## src/rtl/fcm_pkg.sv

```systemverilog
// Shared constants, types and helpers for the fuzzy cognitive map update block.
// No dependencies; every other file imports this package.
package fcm_pkg;

    localparam int MAX_CONCEPTS = 16;
    localparam int MAX_EDGES    = 64;

    localparam int IDXW = 4;     // concept_index / target_index field width
    localparam int VALW = 16;    // Q8.8 value width
    localparam int NAW  = $clog2(MAX_CONCEPTS);
    localparam int IXW  = (NAW > IDXW) ? NAW : IDXW;
    localparam int EAW  = (MAX_EDGES > 1) ? $clog2(MAX_EDGES) : 1;
    localparam int ECW  = $clog2(MAX_EDGES + 1);
    localparam int NUMW = VALW + 8;          // value scaled by 256
    localparam int PRDW = 2 * VALW;
    localparam int DIV_STEPS = NUMW;
    localparam int DCW  = $clog2(DIV_STEPS + 1);

    localparam logic [2:0] ACT_LOAD   = 3'd0;
    localparam logic [2:0] ACT_ADD    = 3'd1;
    localparam logic [2:0] ACT_SET    = 3'd2;
    localparam logic [2:0] ACT_READ   = 3'd3;
    localparam logic [2:0] ACT_WEIGHT = 3'd4;
    localparam logic [2:0] ACT_RUN    = 3'd5;

    localparam logic [1:0] ST_OK     = 2'd0;
    localparam logic [1:0] ST_ABSENT = 2'd1;
    localparam logic [1:0] ST_FULL   = 2'd2;

    typedef enum logic [1:0] {NSEL_CI, NSEL_I, NSEL_TGT} node_sel_t;
    typedef enum logic {ESEL_J, ESEL_K} edge_sel_t;
    typedef enum logic [2:0] {
        RES_HOLD, RES_OK, RES_ABSENT, RES_FULL, RES_VALUE, RES_WEIGHT
    } res_t;

    typedef struct packed {
        logic      latch;
        logic      load_node;
        logic      set_node;
        logic      wr_target;
        logic      add_edge;
        node_sel_t node_sel;
        edge_sel_t edge_sel;
        logic      i_clr;
        logic      i_inc;
        logic      j_clr;
        logic      j_inc;
        logic      k_clr;
        logic      k_inc;
        logic      cap_tgt;
        logic      cap_weight;
        logic      cap_src;
        logic      cap_val_t;
        logic      div_start;
        logic      mul;
        res_t      res;
        logic      out_load;
    } fcm_cmd_t;

    typedef struct packed {
        logic [2:0] action;
        logic       ci_in_range;
        logic       ci_ok;
        logic       list_full;
        logic       i_end;
        logic       present_i;
        logic       j_end;
        logic       k_end;
        logic       run_hit;
        logic       find_hit;
        logic       weight_hit;
        logic       div_done;
    } fcm_sts_t;

    function automatic logic [IXW-1:0] idx_wide(input logic [IDXW-1:0] x);
        return IXW'(x);
    endfunction

    function automatic logic idx_in_range(input logic [IDXW-1:0] x);
        return ({1'b0, IXW'(x)} < (IXW+1)'(MAX_CONCEPTS));
    endfunction

endpackage

```

## src/rtl/fcm_if.sv

```systemverilog
// Valid/ready channel interfaces for the input items and the result items.
// Depends on fcm_pkg for field widths.
interface fcm_in_if;
    import fcm_pkg::*;
    logic                   valid;
    logic                   ready;
    logic [2:0]             action;
    logic [IDXW-1:0]        concept_index;
    logic [IDXW-1:0]        target_index;
    logic signed [VALW-1:0] data_value;
    logic signed [VALW-1:0] limit_value;

    modport source (output valid, action, concept_index, target_index, data_value,
                    limit_value, input ready);
    modport sink (input valid, action, concept_index, target_index, data_value,
                  limit_value, output ready);
endinterface

interface fcm_out_if;
    import fcm_pkg::*;
    logic                   valid;
    logic                   ready;
    logic signed [VALW-1:0] read_data;
    logic [1:0]             status;

    modport source (output valid, read_data, status, input ready);
    modport sink (input valid, read_data, status, output ready);
endinterface

```

## src/rtl/fcm_div.sv

```systemverilog
// Iterative signed divider: (value * 256) / threshold, truncated, saturated to 16 bits.
// One quotient bit per cycle. Depends on fcm_pkg.
module fcm_div (
    input  logic                            clk,
    input  logic                            rst_n,
    input  logic                            start,
    input  logic signed [fcm_pkg::VALW-1:0] value,
    input  logic signed [fcm_pkg::VALW-1:0] limit,
    output logic                            done,
    output logic signed [fcm_pkg::VALW-1:0] quot
);
    import fcm_pkg::*;

    logic                   busy_reg, fin_reg, done_reg;
    logic [DCW-1:0]         cnt_reg;
    logic [VALW-1:0]        rem_reg;
    logic [NUMW-1:0]        qm_reg;
    logic [VALW-1:0]        den_reg;
    logic                   neg_reg, zden_reg, vneg_reg, vzero_reg;
    logic signed [VALW-1:0] quot_reg;

    logic [NUMW-1:0] num_mag;
    logic [VALW-1:0] den_mag;
    logic [VALW:0]   shifted;
    logic [VALW:0]   trial;
    logic            take;
    logic signed [VALW-1:0] sat_q;

    always_comb
    begin
        num_mag = value[VALW-1] ? NUMW'(-{value, 8'h00}) : {value, 8'h00};
        den_mag = limit[VALW-1] ? VALW'(-limit) : limit;
        shifted = {rem_reg, qm_reg[NUMW-1]};
        trial   = shifted - {1'b0, den_reg};
        take    = (shifted >= {1'b0, den_reg});
        if (zden_reg)
        begin
            if (vzero_reg)
                sat_q = '0;
            else if (vneg_reg)
                sat_q = {1'b1, {(VALW-1){1'b0}}};
            else
                sat_q = {1'b0, {(VALW-1){1'b1}}};
        end
        else if (neg_reg)
        begin
            if (qm_reg > NUMW'(32768))
                sat_q = {1'b1, {(VALW-1){1'b0}}};
            else
                sat_q = VALW'(-qm_reg);
        end
        else if (qm_reg > NUMW'(32767))
            sat_q = {1'b0, {(VALW-1){1'b1}}};
        else
            sat_q = VALW'(qm_reg);
    end

    always_ff @(posedge clk or negedge rst_n)
    begin
        if (!rst_n)
        begin
            busy_reg <= 1'b0;
            fin_reg  <= 1'b0;
            done_reg <= 1'b0;
            cnt_reg  <= '0;
        end
        else
        begin
            done_reg <= fin_reg;
            fin_reg  <= 1'b0;
            if (start)
            begin
                cnt_reg  <= '0;
                busy_reg <= (limit != '0);
                fin_reg  <= (limit == '0);
            end
            else if (busy_reg)
            begin
                cnt_reg <= cnt_reg + 1'b1;
                if (cnt_reg == DCW'(DIV_STEPS - 1))
                begin
                    busy_reg <= 1'b0;
                    fin_reg  <= 1'b1;
                end
            end
        end
    end

    always_ff @(posedge clk)
    begin
        if (start)
        begin
            rem_reg   <= '0;
            qm_reg    <= num_mag;
            den_reg   <= den_mag;
            neg_reg   <= value[VALW-1] ^ limit[VALW-1];
            zden_reg  <= (limit == '0);
            vneg_reg  <= value[VALW-1];
            vzero_reg <= (value == '0);
        end
        else if (busy_reg)
        begin
            rem_reg <= take ? trial[VALW-1:0] : shifted[VALW-1:0];
            qm_reg  <= {qm_reg[NUMW-2:0], take};
        end
        if (fin_reg)
            quot_reg <= sat_q;
    end

    assign done = done_reg;
    assign quot = quot_reg;

endmodule

```

## src/rtl/fcm_dp.sv

```systemverilog
// Datapath: concept and relationship stores, scan counters, divider, multiply and update.
// Driven by fcm_cmd_t, reports fcm_sts_t. Depends on fcm_pkg and fcm_div.
module fcm_dp (
    input  logic                            clk,
    input  logic                            rst_n,
    input  fcm_pkg::fcm_cmd_t               cmd,
    output fcm_pkg::fcm_sts_t               sts,
    input  logic [2:0]                      action,
    input  logic [fcm_pkg::IDXW-1:0]        concept_index,
    input  logic [fcm_pkg::IDXW-1:0]        target_index,
    input  logic signed [fcm_pkg::VALW-1:0] data_value,
    input  logic signed [fcm_pkg::VALW-1:0] limit_value,
    output logic signed [fcm_pkg::VALW-1:0] read_data,
    output logic [1:0]                      status
);
    import fcm_pkg::*;

    // concept store
    logic signed [VALW-1:0] val_mem [MAX_CONCEPTS];
    logic signed [VALW-1:0] thr_mem [MAX_CONCEPTS];
    logic [MAX_CONCEPTS-1:0] present_reg;
    logic signed [VALW-1:0] val_rd_reg, thr_rd_reg;

    // relationship store
    logic [IDXW-1:0]        esrc_mem [MAX_EDGES];
    logic [IDXW-1:0]        etgt_mem [MAX_EDGES];
    logic signed [VALW-1:0] ew_mem   [MAX_EDGES];
    logic [IDXW-1:0]        erd_src_reg, erd_tgt_reg;
    logic signed [VALW-1:0] erd_w_reg;
    logic [ECW-1:0]         count_reg;

    // item and working registers
    logic [2:0]             act_reg;
    logic [IDXW-1:0]        ci_reg, ti_reg, tgt_reg;
    logic signed [VALW-1:0] dv_reg, lv_reg;
    logic [NAW:0]           i_reg;
    logic [ECW-1:0]         j_reg, k_reg;
    logic signed [VALW-1:0] w_reg, val_i_reg, thr_i_reg, val_t_reg;
    logic signed [PRDW-1:0] prod_reg;
    logic signed [VALW-1:0] res_data_reg, out_data_reg;
    logic [1:0]             res_status_reg, out_status_reg;

    logic                   div_done;
    logic signed [VALW-1:0] div_q;

    logic [IXW-1:0]         ci_w, etgt_w, tgt_w;
    logic [NAW-1:0]         ci_addr, etgt_addr, tgt_addr, rd_addr;
    logic [EAW-1:0]         erd_addr;
    logic                   src_is_i, tgt_ok;
    logic signed [NUMW-1:0] prod_sh;
    logic signed [NUMW:0]   sum_w;
    logic signed [VALW-1:0] sum_sat, upd_val;

    fcm_div u_div (
        .clk   (clk),
        .rst_n (rst_n),
        .start (cmd.div_start),
        .value (val_i_reg),
        .limit (thr_i_reg),
        .done  (div_done),
        .quot  (div_q)
    );

    always_comb
    begin
        ci_w      = idx_wide(ci_reg);
        ci_addr   = ci_w[NAW-1:0];
        etgt_w    = idx_wide(erd_tgt_reg);
        etgt_addr = etgt_w[NAW-1:0];
        tgt_w     = idx_wide(tgt_reg);
        tgt_addr  = tgt_w[NAW-1:0];
        case (cmd.node_sel)
            NSEL_CI:  rd_addr = ci_addr;
            NSEL_I:   rd_addr = i_reg[NAW-1:0];
            NSEL_TGT: rd_addr = tgt_addr;
            default:  rd_addr = ci_addr;
        endcase
        erd_addr = (cmd.edge_sel == ESEL_K) ? k_reg[EAW-1:0] : j_reg[EAW-1:0];

        src_is_i = ({1'b0, idx_wide(erd_src_reg)} == (IXW+1)'(i_reg));
        tgt_ok   = idx_in_range(erd_tgt_reg) && present_reg[etgt_addr];

        // floor shift of the product, then saturating add and clamp at the threshold
        prod_sh = prod_reg[PRDW-1:8];
        sum_w   = {{(NUMW+1-VALW){val_t_reg[VALW-1]}}, val_t_reg} + {prod_sh[NUMW-1], prod_sh};
        if (sum_w > (NUMW+1)'(32767))
            sum_sat = {1'b0, {(VALW-1){1'b1}}};
        else if (sum_w < -(NUMW+1)'(32768))
            sum_sat = {1'b1, {(VALW-1){1'b0}}};
        else
            sum_sat = sum_w[VALW-1:0];
        upd_val = (sum_sat > thr_i_reg) ? thr_i_reg : sum_sat;

        sts.action      = act_reg;
        sts.ci_in_range = idx_in_range(ci_reg);
        sts.ci_ok       = idx_in_range(ci_reg) && present_reg[ci_addr];
        sts.list_full   = (count_reg == ECW'(MAX_EDGES));
        sts.i_end       = (i_reg == (NAW+1)'(MAX_CONCEPTS));
        sts.present_i   = present_reg[i_reg[NAW-1:0]];
        sts.j_end       = (j_reg == count_reg);
        sts.k_end       = (k_reg == count_reg);
        sts.run_hit     = src_is_i && tgt_ok;
        sts.find_hit    = src_is_i && (erd_tgt_reg == tgt_reg);
        sts.weight_hit  = (erd_src_reg == ci_reg) && (erd_tgt_reg == ti_reg);
        sts.div_done    = div_done;
    end

    // control state
    always_ff @(posedge clk or negedge rst_n)
    begin
        if (!rst_n)
        begin
            present_reg <= '0;
            count_reg   <= '0;
            i_reg       <= '0;
            j_reg       <= '0;
            k_reg       <= '0;
        end
        else
        begin
            if (cmd.load_node)
                present_reg[ci_addr] <= 1'b1;
            if (cmd.add_edge)
                count_reg <= count_reg + 1'b1;
            if (cmd.i_clr)
                i_reg <= '0;
            else if (cmd.i_inc)
                i_reg <= i_reg + 1'b1;
            if (cmd.j_clr)
                j_reg <= '0;
            else if (cmd.j_inc)
                j_reg <= j_reg + 1'b1;
            if (cmd.k_clr)
                k_reg <= '0;
            else if (cmd.k_inc)
                k_reg <= k_reg + 1'b1;
        end
    end

    // stores and payload
    always_ff @(posedge clk)
    begin
        if (cmd.load_node || cmd.set_node)
            val_mem[ci_addr] <= dv_reg;
        else if (cmd.wr_target)
            val_mem[tgt_addr] <= upd_val;
        if (cmd.load_node)
            thr_mem[ci_addr] <= lv_reg;
        val_rd_reg <= val_mem[rd_addr];
        thr_rd_reg <= thr_mem[rd_addr];

        if (cmd.add_edge)
        begin
            esrc_mem[count_reg[EAW-1:0]] <= ci_reg;
            etgt_mem[count_reg[EAW-1:0]] <= ti_reg;
            ew_mem[count_reg[EAW-1:0]]   <= dv_reg;
        end
        erd_src_reg <= esrc_mem[erd_addr];
        erd_tgt_reg <= etgt_mem[erd_addr];
        erd_w_reg   <= ew_mem[erd_addr];

        if (cmd.latch)
        begin
            act_reg <= action;
            ci_reg  <= concept_index;
            ti_reg  <= target_index;
            dv_reg  <= data_value;
            lv_reg  <= limit_value;
        end
        if (cmd.cap_tgt)
            tgt_reg <= erd_tgt_reg;
        if (cmd.cap_weight)
            w_reg <= erd_w_reg;
        if (cmd.cap_src)
        begin
            val_i_reg <= val_rd_reg;
            thr_i_reg <= thr_rd_reg;
        end
        if (cmd.cap_val_t)
            val_t_reg <= val_rd_reg;
        if (cmd.mul)
            prod_reg <= div_q * w_reg;

        case (cmd.res)
            RES_OK:
            begin
                res_data_reg   <= '0;
                res_status_reg <= ST_OK;
            end
            RES_ABSENT:
            begin
                res_data_reg   <= '0;
                res_status_reg <= ST_ABSENT;
            end
            RES_FULL:
            begin
                res_data_reg   <= '0;
                res_status_reg <= ST_FULL;
            end
            RES_VALUE:
            begin
                res_data_reg   <= val_rd_reg;
                res_status_reg <= ST_OK;
            end
            RES_WEIGHT:
            begin
                res_data_reg   <= erd_w_reg;
                res_status_reg <= ST_OK;
            end
            default:
            begin
                res_data_reg   <= res_data_reg;
                res_status_reg <= res_status_reg;
            end
        endcase
        if (cmd.out_load)
        begin
            out_data_reg   <= res_data_reg;
            out_status_reg <= res_status_reg;
        end
    end

    assign read_data = out_data_reg;
    assign status    = out_status_reg;

endmodule

```

## src/rtl/fcm_ctrl.sv

```systemverilog
// Controller: sequences actions, scans and the update pass; owns the handshakes.
// Drives fcm_cmd_t, reads fcm_sts_t. Depends on fcm_pkg.
module fcm_ctrl (
    input  logic              clk,
    input  logic              rst_n,
    input  logic              in_valid,
    output logic              in_ready,
    output logic              out_valid,
    input  logic              out_ready,
    input  fcm_pkg::fcm_sts_t sts,
    output fcm_pkg::fcm_cmd_t cmd
);
    import fcm_pkg::*;

    typedef enum logic [4:0] {
        S_IDLE, S_DISPATCH, S_READ_WAIT, S_W_RD, S_W_CHK, S_RUN_I, S_RUN_JRD,
        S_RUN_JCHK, S_F_RD, S_F_CHK, S_S_CAP, S_T_CAP, S_DIV_WAIT, S_UPD, S_RESP
    } state_t;

    state_t state_reg, state_next;
    logic   out_valid_reg, out_valid_next;

    always_comb
    begin
        cmd        = '0;
        state_next = state_reg;
        in_ready   = 1'b0;
        case (state_reg)
            S_IDLE:
            begin
                in_ready = 1'b1;
                if (in_valid)
                begin
                    cmd.latch  = 1'b1;
                    state_next = S_DISPATCH;
                end
            end
            S_DISPATCH:
            begin
                state_next = S_RESP;
                case (sts.action)
                    ACT_LOAD:
                    begin
                        cmd.load_node = sts.ci_in_range;
                        cmd.res = sts.ci_in_range ? RES_OK : RES_ABSENT;
                    end
                    ACT_ADD:
                    begin
                        cmd.add_edge = !sts.list_full;
                        cmd.res = sts.list_full ? RES_FULL : RES_OK;
                    end
                    ACT_SET:
                    begin
                        cmd.set_node = sts.ci_ok;
                        cmd.res = sts.ci_ok ? RES_OK : RES_ABSENT;
                    end
                    ACT_READ:
                    begin
                        cmd.node_sel = NSEL_CI;
                        if (sts.ci_ok)
                            state_next = S_READ_WAIT;
                        else
                            cmd.res = RES_ABSENT;
                    end
                    ACT_WEIGHT:
                    begin
                        cmd.k_clr  = 1'b1;
                        state_next = S_W_RD;
                    end
                    ACT_RUN:
                    begin
                        cmd.i_clr  = 1'b1;
                        state_next = S_RUN_I;
                    end
                    default: cmd.res = RES_OK;
                endcase
            end
            S_READ_WAIT:
            begin
                cmd.res    = RES_VALUE;
                state_next = S_RESP;
            end
            S_W_RD:
            begin
                cmd.edge_sel = ESEL_K;
                if (sts.k_end)
                begin
                    cmd.res    = RES_ABSENT;
                    state_next = S_RESP;
                end
                else
                    state_next = S_W_CHK;
            end
            S_W_CHK:
            begin
                if (sts.weight_hit)
                begin
                    cmd.res    = RES_WEIGHT;
                    state_next = S_RESP;
                end
                else
                begin
                    cmd.k_inc  = 1'b1;
                    state_next = S_W_RD;
                end
            end
            S_RUN_I:
            begin
                if (sts.i_end)
                begin
                    cmd.res    = RES_OK;
                    state_next = S_RESP;
                end
                else if (!sts.present_i)
                    cmd.i_inc = 1'b1;
                else
                begin
                    cmd.j_clr  = 1'b1;
                    state_next = S_RUN_JRD;
                end
            end
            S_RUN_JRD:
            begin
                cmd.edge_sel = ESEL_J;
                if (sts.j_end)
                begin
                    cmd.i_inc  = 1'b1;
                    state_next = S_RUN_I;
                end
                else
                    state_next = S_RUN_JCHK;
            end
            S_RUN_JCHK:
            begin
                if (sts.run_hit)
                begin
                    cmd.cap_tgt = 1'b1;
                    cmd.k_clr   = 1'b1;
                    state_next  = S_F_RD;
                end
                else
                begin
                    cmd.j_inc  = 1'b1;
                    state_next = S_RUN_JRD;
                end
            end
            S_F_RD:
            begin
                cmd.edge_sel = ESEL_K;
                state_next   = S_F_CHK;
            end
            S_F_CHK:
            begin
                // the current edge itself matches, so this search always ends
                if (sts.find_hit)
                begin
                    cmd.cap_weight = 1'b1;
                    cmd.node_sel   = NSEL_I;
                    state_next     = S_S_CAP;
                end
                else
                begin
                    cmd.k_inc  = 1'b1;
                    state_next = S_F_RD;
                end
            end
            S_S_CAP:
            begin
                cmd.cap_src  = 1'b1;
                cmd.node_sel = NSEL_TGT;
                state_next   = S_T_CAP;
            end
            S_T_CAP:
            begin
                cmd.cap_val_t = 1'b1;
                cmd.div_start = 1'b1;
                state_next    = S_DIV_WAIT;
            end
            S_DIV_WAIT:
            begin
                if (sts.div_done)
                begin
                    cmd.mul    = 1'b1;
                    state_next = S_UPD;
                end
            end
            S_UPD:
            begin
                cmd.wr_target = 1'b1;
                cmd.j_inc     = 1'b1;
                state_next    = S_RUN_JRD;
            end
            S_RESP:
            begin
                if (!out_valid_reg || out_ready)
                begin
                    cmd.out_load = 1'b1;
                    state_next   = S_IDLE;
                end
            end
            default: state_next = S_IDLE;
        endcase

        if (cmd.out_load)
            out_valid_next = 1'b1;
        else if (out_ready)
            out_valid_next = 1'b0;
        else
            out_valid_next = out_valid_reg;
    end

    always_ff @(posedge clk or negedge rst_n)
    begin
        if (!rst_n)
        begin
            state_reg     <= S_IDLE;
            out_valid_reg <= 1'b0;
        end
        else
        begin
            state_reg     <= state_next;
            out_valid_reg <= out_valid_next;
        end
    end

    assign out_valid = out_valid_reg;

`ifndef SYNTHESIS
    a_no_overwrite: assert property (@(posedge clk) disable iff (!rst_n)
        cmd.out_load |-> (!out_valid_reg || out_ready))
        else $error("result register reloaded while a result is waiting");
    a_accept_dispatch: assert property (@(posedge clk) disable iff (!rst_n)
        (in_valid && in_ready) |=> (state_reg == S_DISPATCH))
        else $error("accepted item not dispatched");
    a_div_done_waited: assert property (@(posedge clk) disable iff (!rst_n)
        sts.div_done |-> (state_reg == S_DIV_WAIT))
        else $error("divider finished outside its wait state");
    a_upd_after_mul: assert property (@(posedge clk) disable iff (!rst_n)
        (state_reg == S_UPD) |-> ($past(state_reg) == S_DIV_WAIT))
        else $error("update without a fresh product");
`endif

endmodule

```

## src/rtl/fuzzy_cognitive_map_update.sv

```systemverilog
// Top level of the fuzzy cognitive map update block.
// Joins fcm_ctrl and fcm_dp; depends on fcm_pkg and the interfaces in fcm_if.
//
//  channel     direction  payload
//  in_item     sink       action, concept_index, target_index, data_value, limit_value
//  out_result  source     read_data, status
//
// Every item passes through accept, dispatch and respond; load, add, set and undefined
// actions take only those, read value adds a read wait state. Read weight examines the
// list one entry at a time, as there is a single relationship read port. A run visits
// every concept slot in turn and scans the list for each present concept. Each applied
// relationship searches the list for the first matching pair, then waits on the divider,
// one quotient bit a cycle; with a zero threshold the divider skips its iterations.
// Of the stores, reset clears only the present bits and the list count; no clearing pass.
// One item at a time; a waiting result holds in the output register and stalls only
// the finish of the next item.
module fuzzy_cognitive_map_update (
    input logic  clk,
    input logic  rst_n,
    fcm_in_if.sink    in_item,
    fcm_out_if.source out_result
);
    import fcm_pkg::*;

    fcm_cmd_t cmd;
    fcm_sts_t sts;

    fcm_ctrl u_ctrl (
        .clk       (clk),
        .rst_n     (rst_n),
        .in_valid  (in_item.valid),
        .in_ready  (in_item.ready),
        .out_valid (out_result.valid),
        .out_ready (out_result.ready),
        .sts       (sts),
        .cmd       (cmd)
    );

    fcm_dp u_dp (
        .clk           (clk),
        .rst_n         (rst_n),
        .cmd           (cmd),
        .sts           (sts),
        .action        (in_item.action),
        .concept_index (in_item.concept_index),
        .target_index  (in_item.target_index),
        .data_value    (in_item.data_value),
        .limit_value   (in_item.limit_value),
        .read_data     (out_result.read_data),
        .status        (out_result.status)
    );

endmodule
```

## src/flat_wrapper.sv

```systemverilog
// flat-port wrapper written by rule: the top's interface ports become plain ports
module fuzzy_cognitive_map_update_flat import fcm_pkg::*;
  (clk, rst_n, in_item_valid, in_item_action, in_item_concept_index, in_item_target_index, in_item_data_value, in_item_limit_value, in_item_ready, out_result_valid, out_result_read_data, out_result_status, out_result_ready);
  fcm_in_if in_item_i ();
  fcm_out_if out_result_i ();
  input logic clk;
  input logic rst_n;
  input wire logic [$bits(in_item_i.valid)-1:0] in_item_valid;
  input wire logic [$bits(in_item_i.action)-1:0] in_item_action;
  input wire logic [$bits(in_item_i.concept_index)-1:0] in_item_concept_index;
  input wire logic [$bits(in_item_i.target_index)-1:0] in_item_target_index;
  input wire logic [$bits(in_item_i.data_value)-1:0] in_item_data_value;
  input wire logic [$bits(in_item_i.limit_value)-1:0] in_item_limit_value;
  output wire logic [$bits(in_item_i.ready)-1:0] in_item_ready;
  output wire logic [$bits(out_result_i.valid)-1:0] out_result_valid;
  output wire logic [$bits(out_result_i.read_data)-1:0] out_result_read_data;
  output wire logic [$bits(out_result_i.status)-1:0] out_result_status;
  input wire logic [$bits(out_result_i.ready)-1:0] out_result_ready;
  assign in_item_i.valid = in_item_valid;
  assign in_item_i.action = in_item_action;
  assign in_item_i.concept_index = in_item_concept_index;
  assign in_item_i.target_index = in_item_target_index;
  assign in_item_i.data_value = in_item_data_value;
  assign in_item_i.limit_value = in_item_limit_value;
  assign in_item_ready = in_item_i.ready;
  assign out_result_valid = out_result_i.valid;
  assign out_result_read_data = out_result_i.read_data;
  assign out_result_status = out_result_i.status;
  assign out_result_i.ready = out_result_ready;
  fuzzy_cognitive_map_update u_core (.clk(clk), .rst_n(rst_n), .in_item(in_item_i), .out_result(out_result_i));
endmodule
```

## config.mk

```make
export PLATFORM = sky130hd
export DESIGN_NAME = fuzzy_cognitive_map_update_flat
export DESIGN_NICKNAME = d
export VERILOG_FILES = /design/src/rtl/fcm_pkg.sv /design/src/rtl/fcm_if.sv /design/src/rtl/fcm_div.sv /design/src/rtl/fcm_dp.sv /design/src/rtl/fcm_ctrl.sv /design/src/rtl/fuzzy_cognitive_map_update.sv /design/src/flat_wrapper.sv
export SDC_FILE = /design/constraint.sdc
export NUM_CORES = 2
export LEC_CHECK = 0
export ABC_AREA = 1
export BUFFER_PORTS_ARGS = -buffer_cell sky130_fd_sc_hd__buf_2
export CAP_MARGIN = 20
export CORE_MARGIN = 5
export CORE_UTILIZATION = 50
export CTS_CLUSTER_DIAMETER = 30
export CTS_CLUSTER_SIZE = 16
export DETAILED_ROUTE_END_ITERATION = 10
export HOLD_SLACK_MARGIN = 0.08
export PLACE_DENSITY = 0.69
export SETUP_SLACK_MARGIN = 0.05
export SKIP_LAST_GASP = 1
export SLEW_MARGIN = 20
export SYNTH_ARGS = -nofsm -noshare
export SYNTH_HDL_FRONTEND = slang
export SYNTH_SLANG_ARGS = --single-unit
export TNS_END_PERCENT = 5
```

## constraint.sdc

```tcl
create_clock -name clk -period 7.1 [get_ports clk]
set_clock_uncertainty 0.05 [all_clocks]
set_input_delay 1.42 -clock clk [delete_from_list [all_inputs] [get_ports clk]]
set_output_delay 1.42 -clock clk [all_outputs]
set_load 0.05 [all_outputs]
```

# --- Word level (Yosys, flattened, before mapping) ---
# Memories as Yosys holds them, arrays and structs flattened. A register that Yosys moved wholly into a read port is not among the register bits.
# Cells that the tools add are included.
word_totals:
  regBits: 311
  mem_bits_rw: 2048
  in_bits: 47
  out_inout_bits: 20
  word_cells: 240
  mem_count: 5
classes:
  addsub: 10
  n_mul: 1
  n_lt_le_gt_ge: 10
  n_eq_ne: 39
  mux: 112
  bitwise_logic: 2
  n_reduce_logical: 26
memory_table:
  columns: ["memory", "words", "word_bits", "read_ports", "rd_clocked_by_memory_dff", "write_ports", "line", "text"]
  rows:
  - ["u_core.u_dp.ew_mem", 64, 16, 1, 1, 1, "fcm_dp.sv:27", "logic signed [VALW-1:0] ew_mem [MAX_EDGES];"]
  - ["u_core.u_dp.esrc_mem", 64, 4, 1, 1, 1, "fcm_dp.sv:25", "logic [IDXW-1:0] esrc_mem [MAX_EDGES];"]
  - ["u_core.u_dp.etgt_mem", 64, 4, 1, 1, 1, "fcm_dp.sv:26", "logic [IDXW-1:0] etgt_mem [MAX_EDGES];"]
  - ["u_core.u_dp.thr_mem", 16, 16, 1, 1, 1, "fcm_dp.sv:20", "logic signed [VALW-1:0] thr_mem [MAX_CONCEPTS];"]
  - ["u_core.u_dp.val_mem", 16, 16, 1, 1, 1, "fcm_dp.sv:19", "logic signed [VALW-1:0] val_mem [MAX_CONCEPTS];"]
op_table:
  columns: ["cell", "n"]
  rows:
  - ["16-bit two-way mux", 11]
  - ["5-bit one-hot mux with 15 select lines", 1]
  - ["24-bit two-way mux", 3]
  - ["1-bit two-way mux", 52]
  - ["16-bit one-hot mux with 3 select lines", 1]
  - ["5-bit two-way mux", 9]
  - ["5-bit by 4-bit == test with 1-bit output (second input constant)", 7]
  - ["16-bit logical NOT", 2]
  - ["16-bit by 16-bit multiplier with 32-bit output", 1]
  - ["16-bit negation", 2]
  - ["7-bit two-way mux", 4]
  - ["16-bit by 24-bit adder with 25-bit output", 1]
  - ["25-bit by 16-bit greater-than comparator with 1-bit output (second input constant)", 1]
  - ["25-bit by 16-bit less-than comparator with 1-bit output (second input constant)", 1]
  - ["24-bit by 15-bit greater-than comparator with 1-bit output (second input constant)", 1]
  - ["24-bit by 16-bit greater-than comparator with 1-bit output (second input constant)", 1]
  - ["24-bit negation", 1]
  - ["7-bit by 1-bit adder with 7-bit output (second input constant)", 3]
  - ["5-bit by 3-bit == test with 1-bit output (second input constant)", 4]
  - ["4-bit two-way mux", 5]
  - ["2-bit two-way mux", 9]
  - ["17-bit by 16-bit >= comparator with 1-bit output", 1]
  - ["16-bit greater-than comparator", 1]
  - ["16-bit bitwise OR", 1]
  - ["43 further kinds", 77]

# --- Longest topological paths before layout ---
logic_depth:
  ltp_word: 9
  ltp_mapped: 34

# --- Hierarchy ---
# Synthesis repeated with hierarchy kept, for this count alone.
hier_totals:
  cells_unflattened: 9015
  area_unflattened_um2: 108326.4
by_module_without_submodules:
  columns: ["module", "n_inst", "cells_each", "area_per_inst_um2", "seq_area_each_um2"]
  rows:
  - ["fcm_dp", 1, 8084, 101738.8, 68806.0]
  - ["fcm_div", 1, 775, 5774.3, 2322.2]
  - ["fcm_ctrl", 1, 156, 813.3, 125.1]

# --- Worst setup path before layout ---
# Ideal clock, no wire load.
synth_path:
  kind: "flip-flop to flip-flop"
  start: "register u_core.u_dp.w_reg[2]"
  end: "register u_core.u_dp.prod_reg[28], data pin"
  setup_ps: 259
  t_arrival_ps: 5677
  t_required_ps: 6791
  path_slack_ps: 1114
  stages_incl_launch_ff: 27
  n_path_buf: 2
  period_less_slack_ps: 5986
  path_cell_list: "edfxtp_1 -> clkbuf_1 -> clkbuf_1 -> nand2_1 -> fa_1 -> inv_1 -> fa_1 -> inv_1 -> fa_1 -> fa_1 -> inv_1 -> fa_1 -> inv_1 -> fa_1 -> inv_1 -> ha_1 -> nand2_1 -> inv_1 -> a21oi_1 -> nand2_1 -> nand2_1 -> nand3_1 -> a21o_1 -> a21boi_0 -> o21ai_0 -> nand2_1 -> nand2_1"
synth_via:
  elab_chain_cells: 1
synth_rtl:
  columns: ["element", "line", "text"]
  rows:
  - ["from (decl)", "fcm_dp.sv:38", "logic signed [VALW-1:0] w_reg, val_i_reg, thr_i_reg, val_t_reg;"]
  - ["from (signal assigned)", "fcm_dp.sv:173", "w_reg <= erd_w_reg;"]
  - ["16-bit by 16-bit multiplier with 32-bit output", "fcm_dp.sv:182", "prod_reg <= div_q * w_reg;"]
  - ["to (signal assigned)", "fcm_dp.sv:182", null]
  - ["to (decl)", "fcm_dp.sv:39", "logic signed [PRDW-1:0] prod_reg;"]
# Every way passes these cells.
# A chain may end at the register's enable or synchronous reset.

# --- Worst setup path after layout ---
layout_path:
  start: "register u_core.u_dp.w_reg[1]"
  end: "register u_core.u_dp.prod_reg[28], data pin"
# Same word-level chain as after synthesis.

==> flow_summary.yaml <==
status:
  outcome: "completed"
hold_path:
  min_path_type: "reg -> reg"
  min_delay_path_depth: 0
place:
  io_buffers: 66
  hpwlAfterDp_mm: 173.7
  place_ws_ns: 0.4781
  placed_cells: 11670
  gp_congestion: 0.8993
clock_tree:
  clockRootBuffer: "clkbuf_16"
  post-cts-setup-buffers: 0
  htree_levels: 5
  clockBufferDepth: 4
  postCtsResizedCells: 0
  numCtsBuffers: 437
  cts_tree: "yes"
  cts_hold_buf: 0
  cts.sinks: 2406
  path_clk_slew_ns: 0.05
  clkLatencyLatePin_ns: 1.00
timing:
  setup_slack_ns: 0.4360
  final-setup-viol-count: 0
  maxSlewViolCount: 0
  tightest_slew_ns: 1.253
  min_period_ns: 6.664
  setup_tns_ns: 0
  rsz0062_at_grt: "no"
  finalHoldViolCount: 0
  slew_headroom: 0.1624
  fin_crit_sh: 0.9386
  fmax_ghz: 0.1501
setup_path:
  required_ns: 7.75
  critPathLaunchType: "flip-flop"
  critical_path_class: "reg -> reg"
  critPathCaptureType: "flip-flop"
  rrSetupSlack_ns: 0.44
  worst-path-max-fanout: 15
  worstRegToRegCells: 21
  crit_arrival_ns: 7.31
power_and_ir_drop:
  powerDensity_nw_per_um2: 481.2
  p_leak_nw: 47.52
  ir_worst_vdd_mv: 0.5826
grt:
  grt_max_degree: 171
  grt_pass1_vias: 72030
  grt_util_all_layers: 0.2587
  antenna_found_initial: 22
  grt_overflow: 0
  grt_first_pass_wirelength_mm: 449.0
detailed_routing:
  drc: 0
  num_vias: 73620
  initialDrtViolationCount: 8994
  routed_wl_mm: 300.9
  routedWlPerCell_microns: 24.12
  dr.pass1.iters: 6
  vias_per_cell: 5.900
  postRouteAntennaNets: 0
layout:
  largest_reg_flops: 1024
  drive_above_1_share: 0.1159
  layout.nets: 9719
  nFillCells: 16760
  layout_common_cells: "2279 x edfxtp_1, 1020 x nand2_1, 978 x inv_1"
  final_cells: 12480
  layout_commonest_cell: "edfxtp_1"
  synthToLayoutAreaGrowth_pct: 17.07
run:
  cap_violations: 0
die:
  rows: 171
  io_pins: 67
  dieArea_sq_um: 227300
  initial_utilization: 0.5021
  core_sq_um: 217000
  die_h_microns: 476.8
  die_w_microns: 476.8
yosys:
  synth.distinct_cells: 53
  yosys_warnings: 0
  syn_area_sq_um: 108900
  ys_ff_latch: 2406
  synthCells: 9077
  synth.avg_cell_area_sq_um: 12.00
  synth_edf_count: 2279
  async_flop_share: 0.02286
  synth-main-ff-cell: "edfxtp_1"
  synth.net_count: 9534
  yosysSeqAreaShare: 0.6541
==> cell usage after synthesis (3+ instances only) <==
master	instances	area [sq um]
a21o_1	4	30.03
a21oi_1	114	570.6
a22o_1	16	140.1
a22oi_1	5	37.54
a31oi_1	3	18.77
buf_1	30	112.6
buf_2	167	835.8
buf_4	7	52.55
buf_6	4	45.04
clkbuf_1	298	1119
clkbuf_2	8	40.04
clkinv_1	13	48.80
dfrtp_1	55	1376
dfxtp_1	72	1441
edfxtp_1	2279	68440
fa_1	263	5265
ha_1	147	1839
inv_1	983	3690
inv_2	4	15.01
mux2i_1	64	640.6
nand2_1	1020	3829
nand2_2	4	25.02
nand3_1	492	2462
nand3b_1	5	37.54
nand4_1	35	219.0
nor2_1	855	3209
nor3_1	69	345.3
nor4_1	18	112.6
o2111ai_1	3	26.28
o211ai_1	586	4399
o21a_1	3	22.52
o21ai_0	769	3849
o21ai_1	275	1376
o21bai_1	77	578.1
o221ai_1	66	578.1
o22ai_1	39	244.0
o32ai_1	35	306.5
or2_2	47	294.0
xnor2_1	43	376.6
xor2_1	82	718.2
==> power breakdown <==
group | internal [W] | total [W] | switching, W
clock network | 0.0138 | 0.0208 | 0.00697
logic | 0.00692 | 0.0228 | 0.0159
registers | 0.0171 | 0.0178 | 0.000717
==> per-layer routing <==
metal | global-route usage | vias to the layer above | share of wire
li1 | - | 32760 | -
met1 | 0.3570 | 36410 | 0.40
met2 | 0.4053 | 3835 | 0.46
met3 | 0.05478 | 620 | 0.10
met4 | 0.1017 | 0 | 0.039
met5 | 0 | - | 0
==> final timing paths <==
check	startpoint	endpoint
max	u_core.u_dp.w_reg[1]	u_core.u_dp.prod_reg[28]
min	u_core.u_dp.thr_rd_reg[5]	u_core.u_dp.thr_i_reg[5]
max reg2reg	u_core.u_dp.w_reg[1]	u_core.u_dp.prod_reg[28]
min reg2reg	u_core.u_dp.thr_rd_reg[5]	u_core.u_dp.thr_i_reg[5]
max in group asynchronous	rst_n	u_core.u_dp.k_reg[2]
min in group asynchronous	rst_n	u_core.u_dp.u_div.cnt_reg[0]
==> per-stage QoR <==
| step | hold WS (ns) | utilization | total power, W | area (sq um) |
|---|---|---|---|---|
| final | 0.3531 | 0.5878 | 0.06136 | 127500 |
| after global routing | 0.3701 | 0.5878 | 0.06455 | 127500 |
| after CTS | 0.3572 | 0.5876 | 0.06133 | 127500 |
| after floorplan | 0.3355 | - | 0.03310 | 108900 |
| after detailed placement | 0.3474 | 0.5191 | 0.04038 | 112600 |
| after global placement | 0.3408 | 0.5190 | 0.03991 | 112600 |
==> critical path, stage by stage, from the launching register on <==
cell and delay [ns]:
edfxtp_1 0.65, nand2_1 0.24, inv_1 0.11, fa_1 0.69
inv_1 0.15, fa_1 0.53, fa_1 0.45, fa_1 0.50
fa_1 0.49, inv_1 0.05, fa_1 0.48, ha_1 0.36
nand2_1 0.13, nor2_1 0.07, and3_1 0.16, nand3_1 0.10
nand3_1 0.17, a21o_1 0.23, a21boi_0 0.49, o21ai_0 0.20
nand2_1 0.09, nand2_1 0.05
==> area by class of cell <==
cell class                 count  area [sq um]  share of cell area
sequential                  2406         71250              0.5588
multi-input combinational   5157         32060              0.2514
clock buffer                 510         11440             0.08971
inverter                    1000          3784             0.02967
tap                         2854          3571             0.02800
clock inverter               286          3425             0.02685
timing repair buffer         260          1974             0.01548
antenna                        4         10.01          0.00007849
==> logic make-up (layout without fill, tap and decap cells) <==
kind of cell | count (synthesis) | in the layout | synth area share
flip-flops | 2406 | 2406 | 0.6541
XOR/XNOR | 125 | 125 | 0.01005
AND/OR/NAND/NOR | 2552 | 2552 | 0.09717
multiplexers | 64 | 64 | 0.005881
adder cells (fa/ha/maj) | 410 | 410 | 0.06522
buffers and inverters | 1514 | 2056 | 0.05470
other | 0 | 4 | 0
AO/OA/AOI/OAI | 2006 | 2006 | 0.1128
Power figures use the tool's default switching activity.
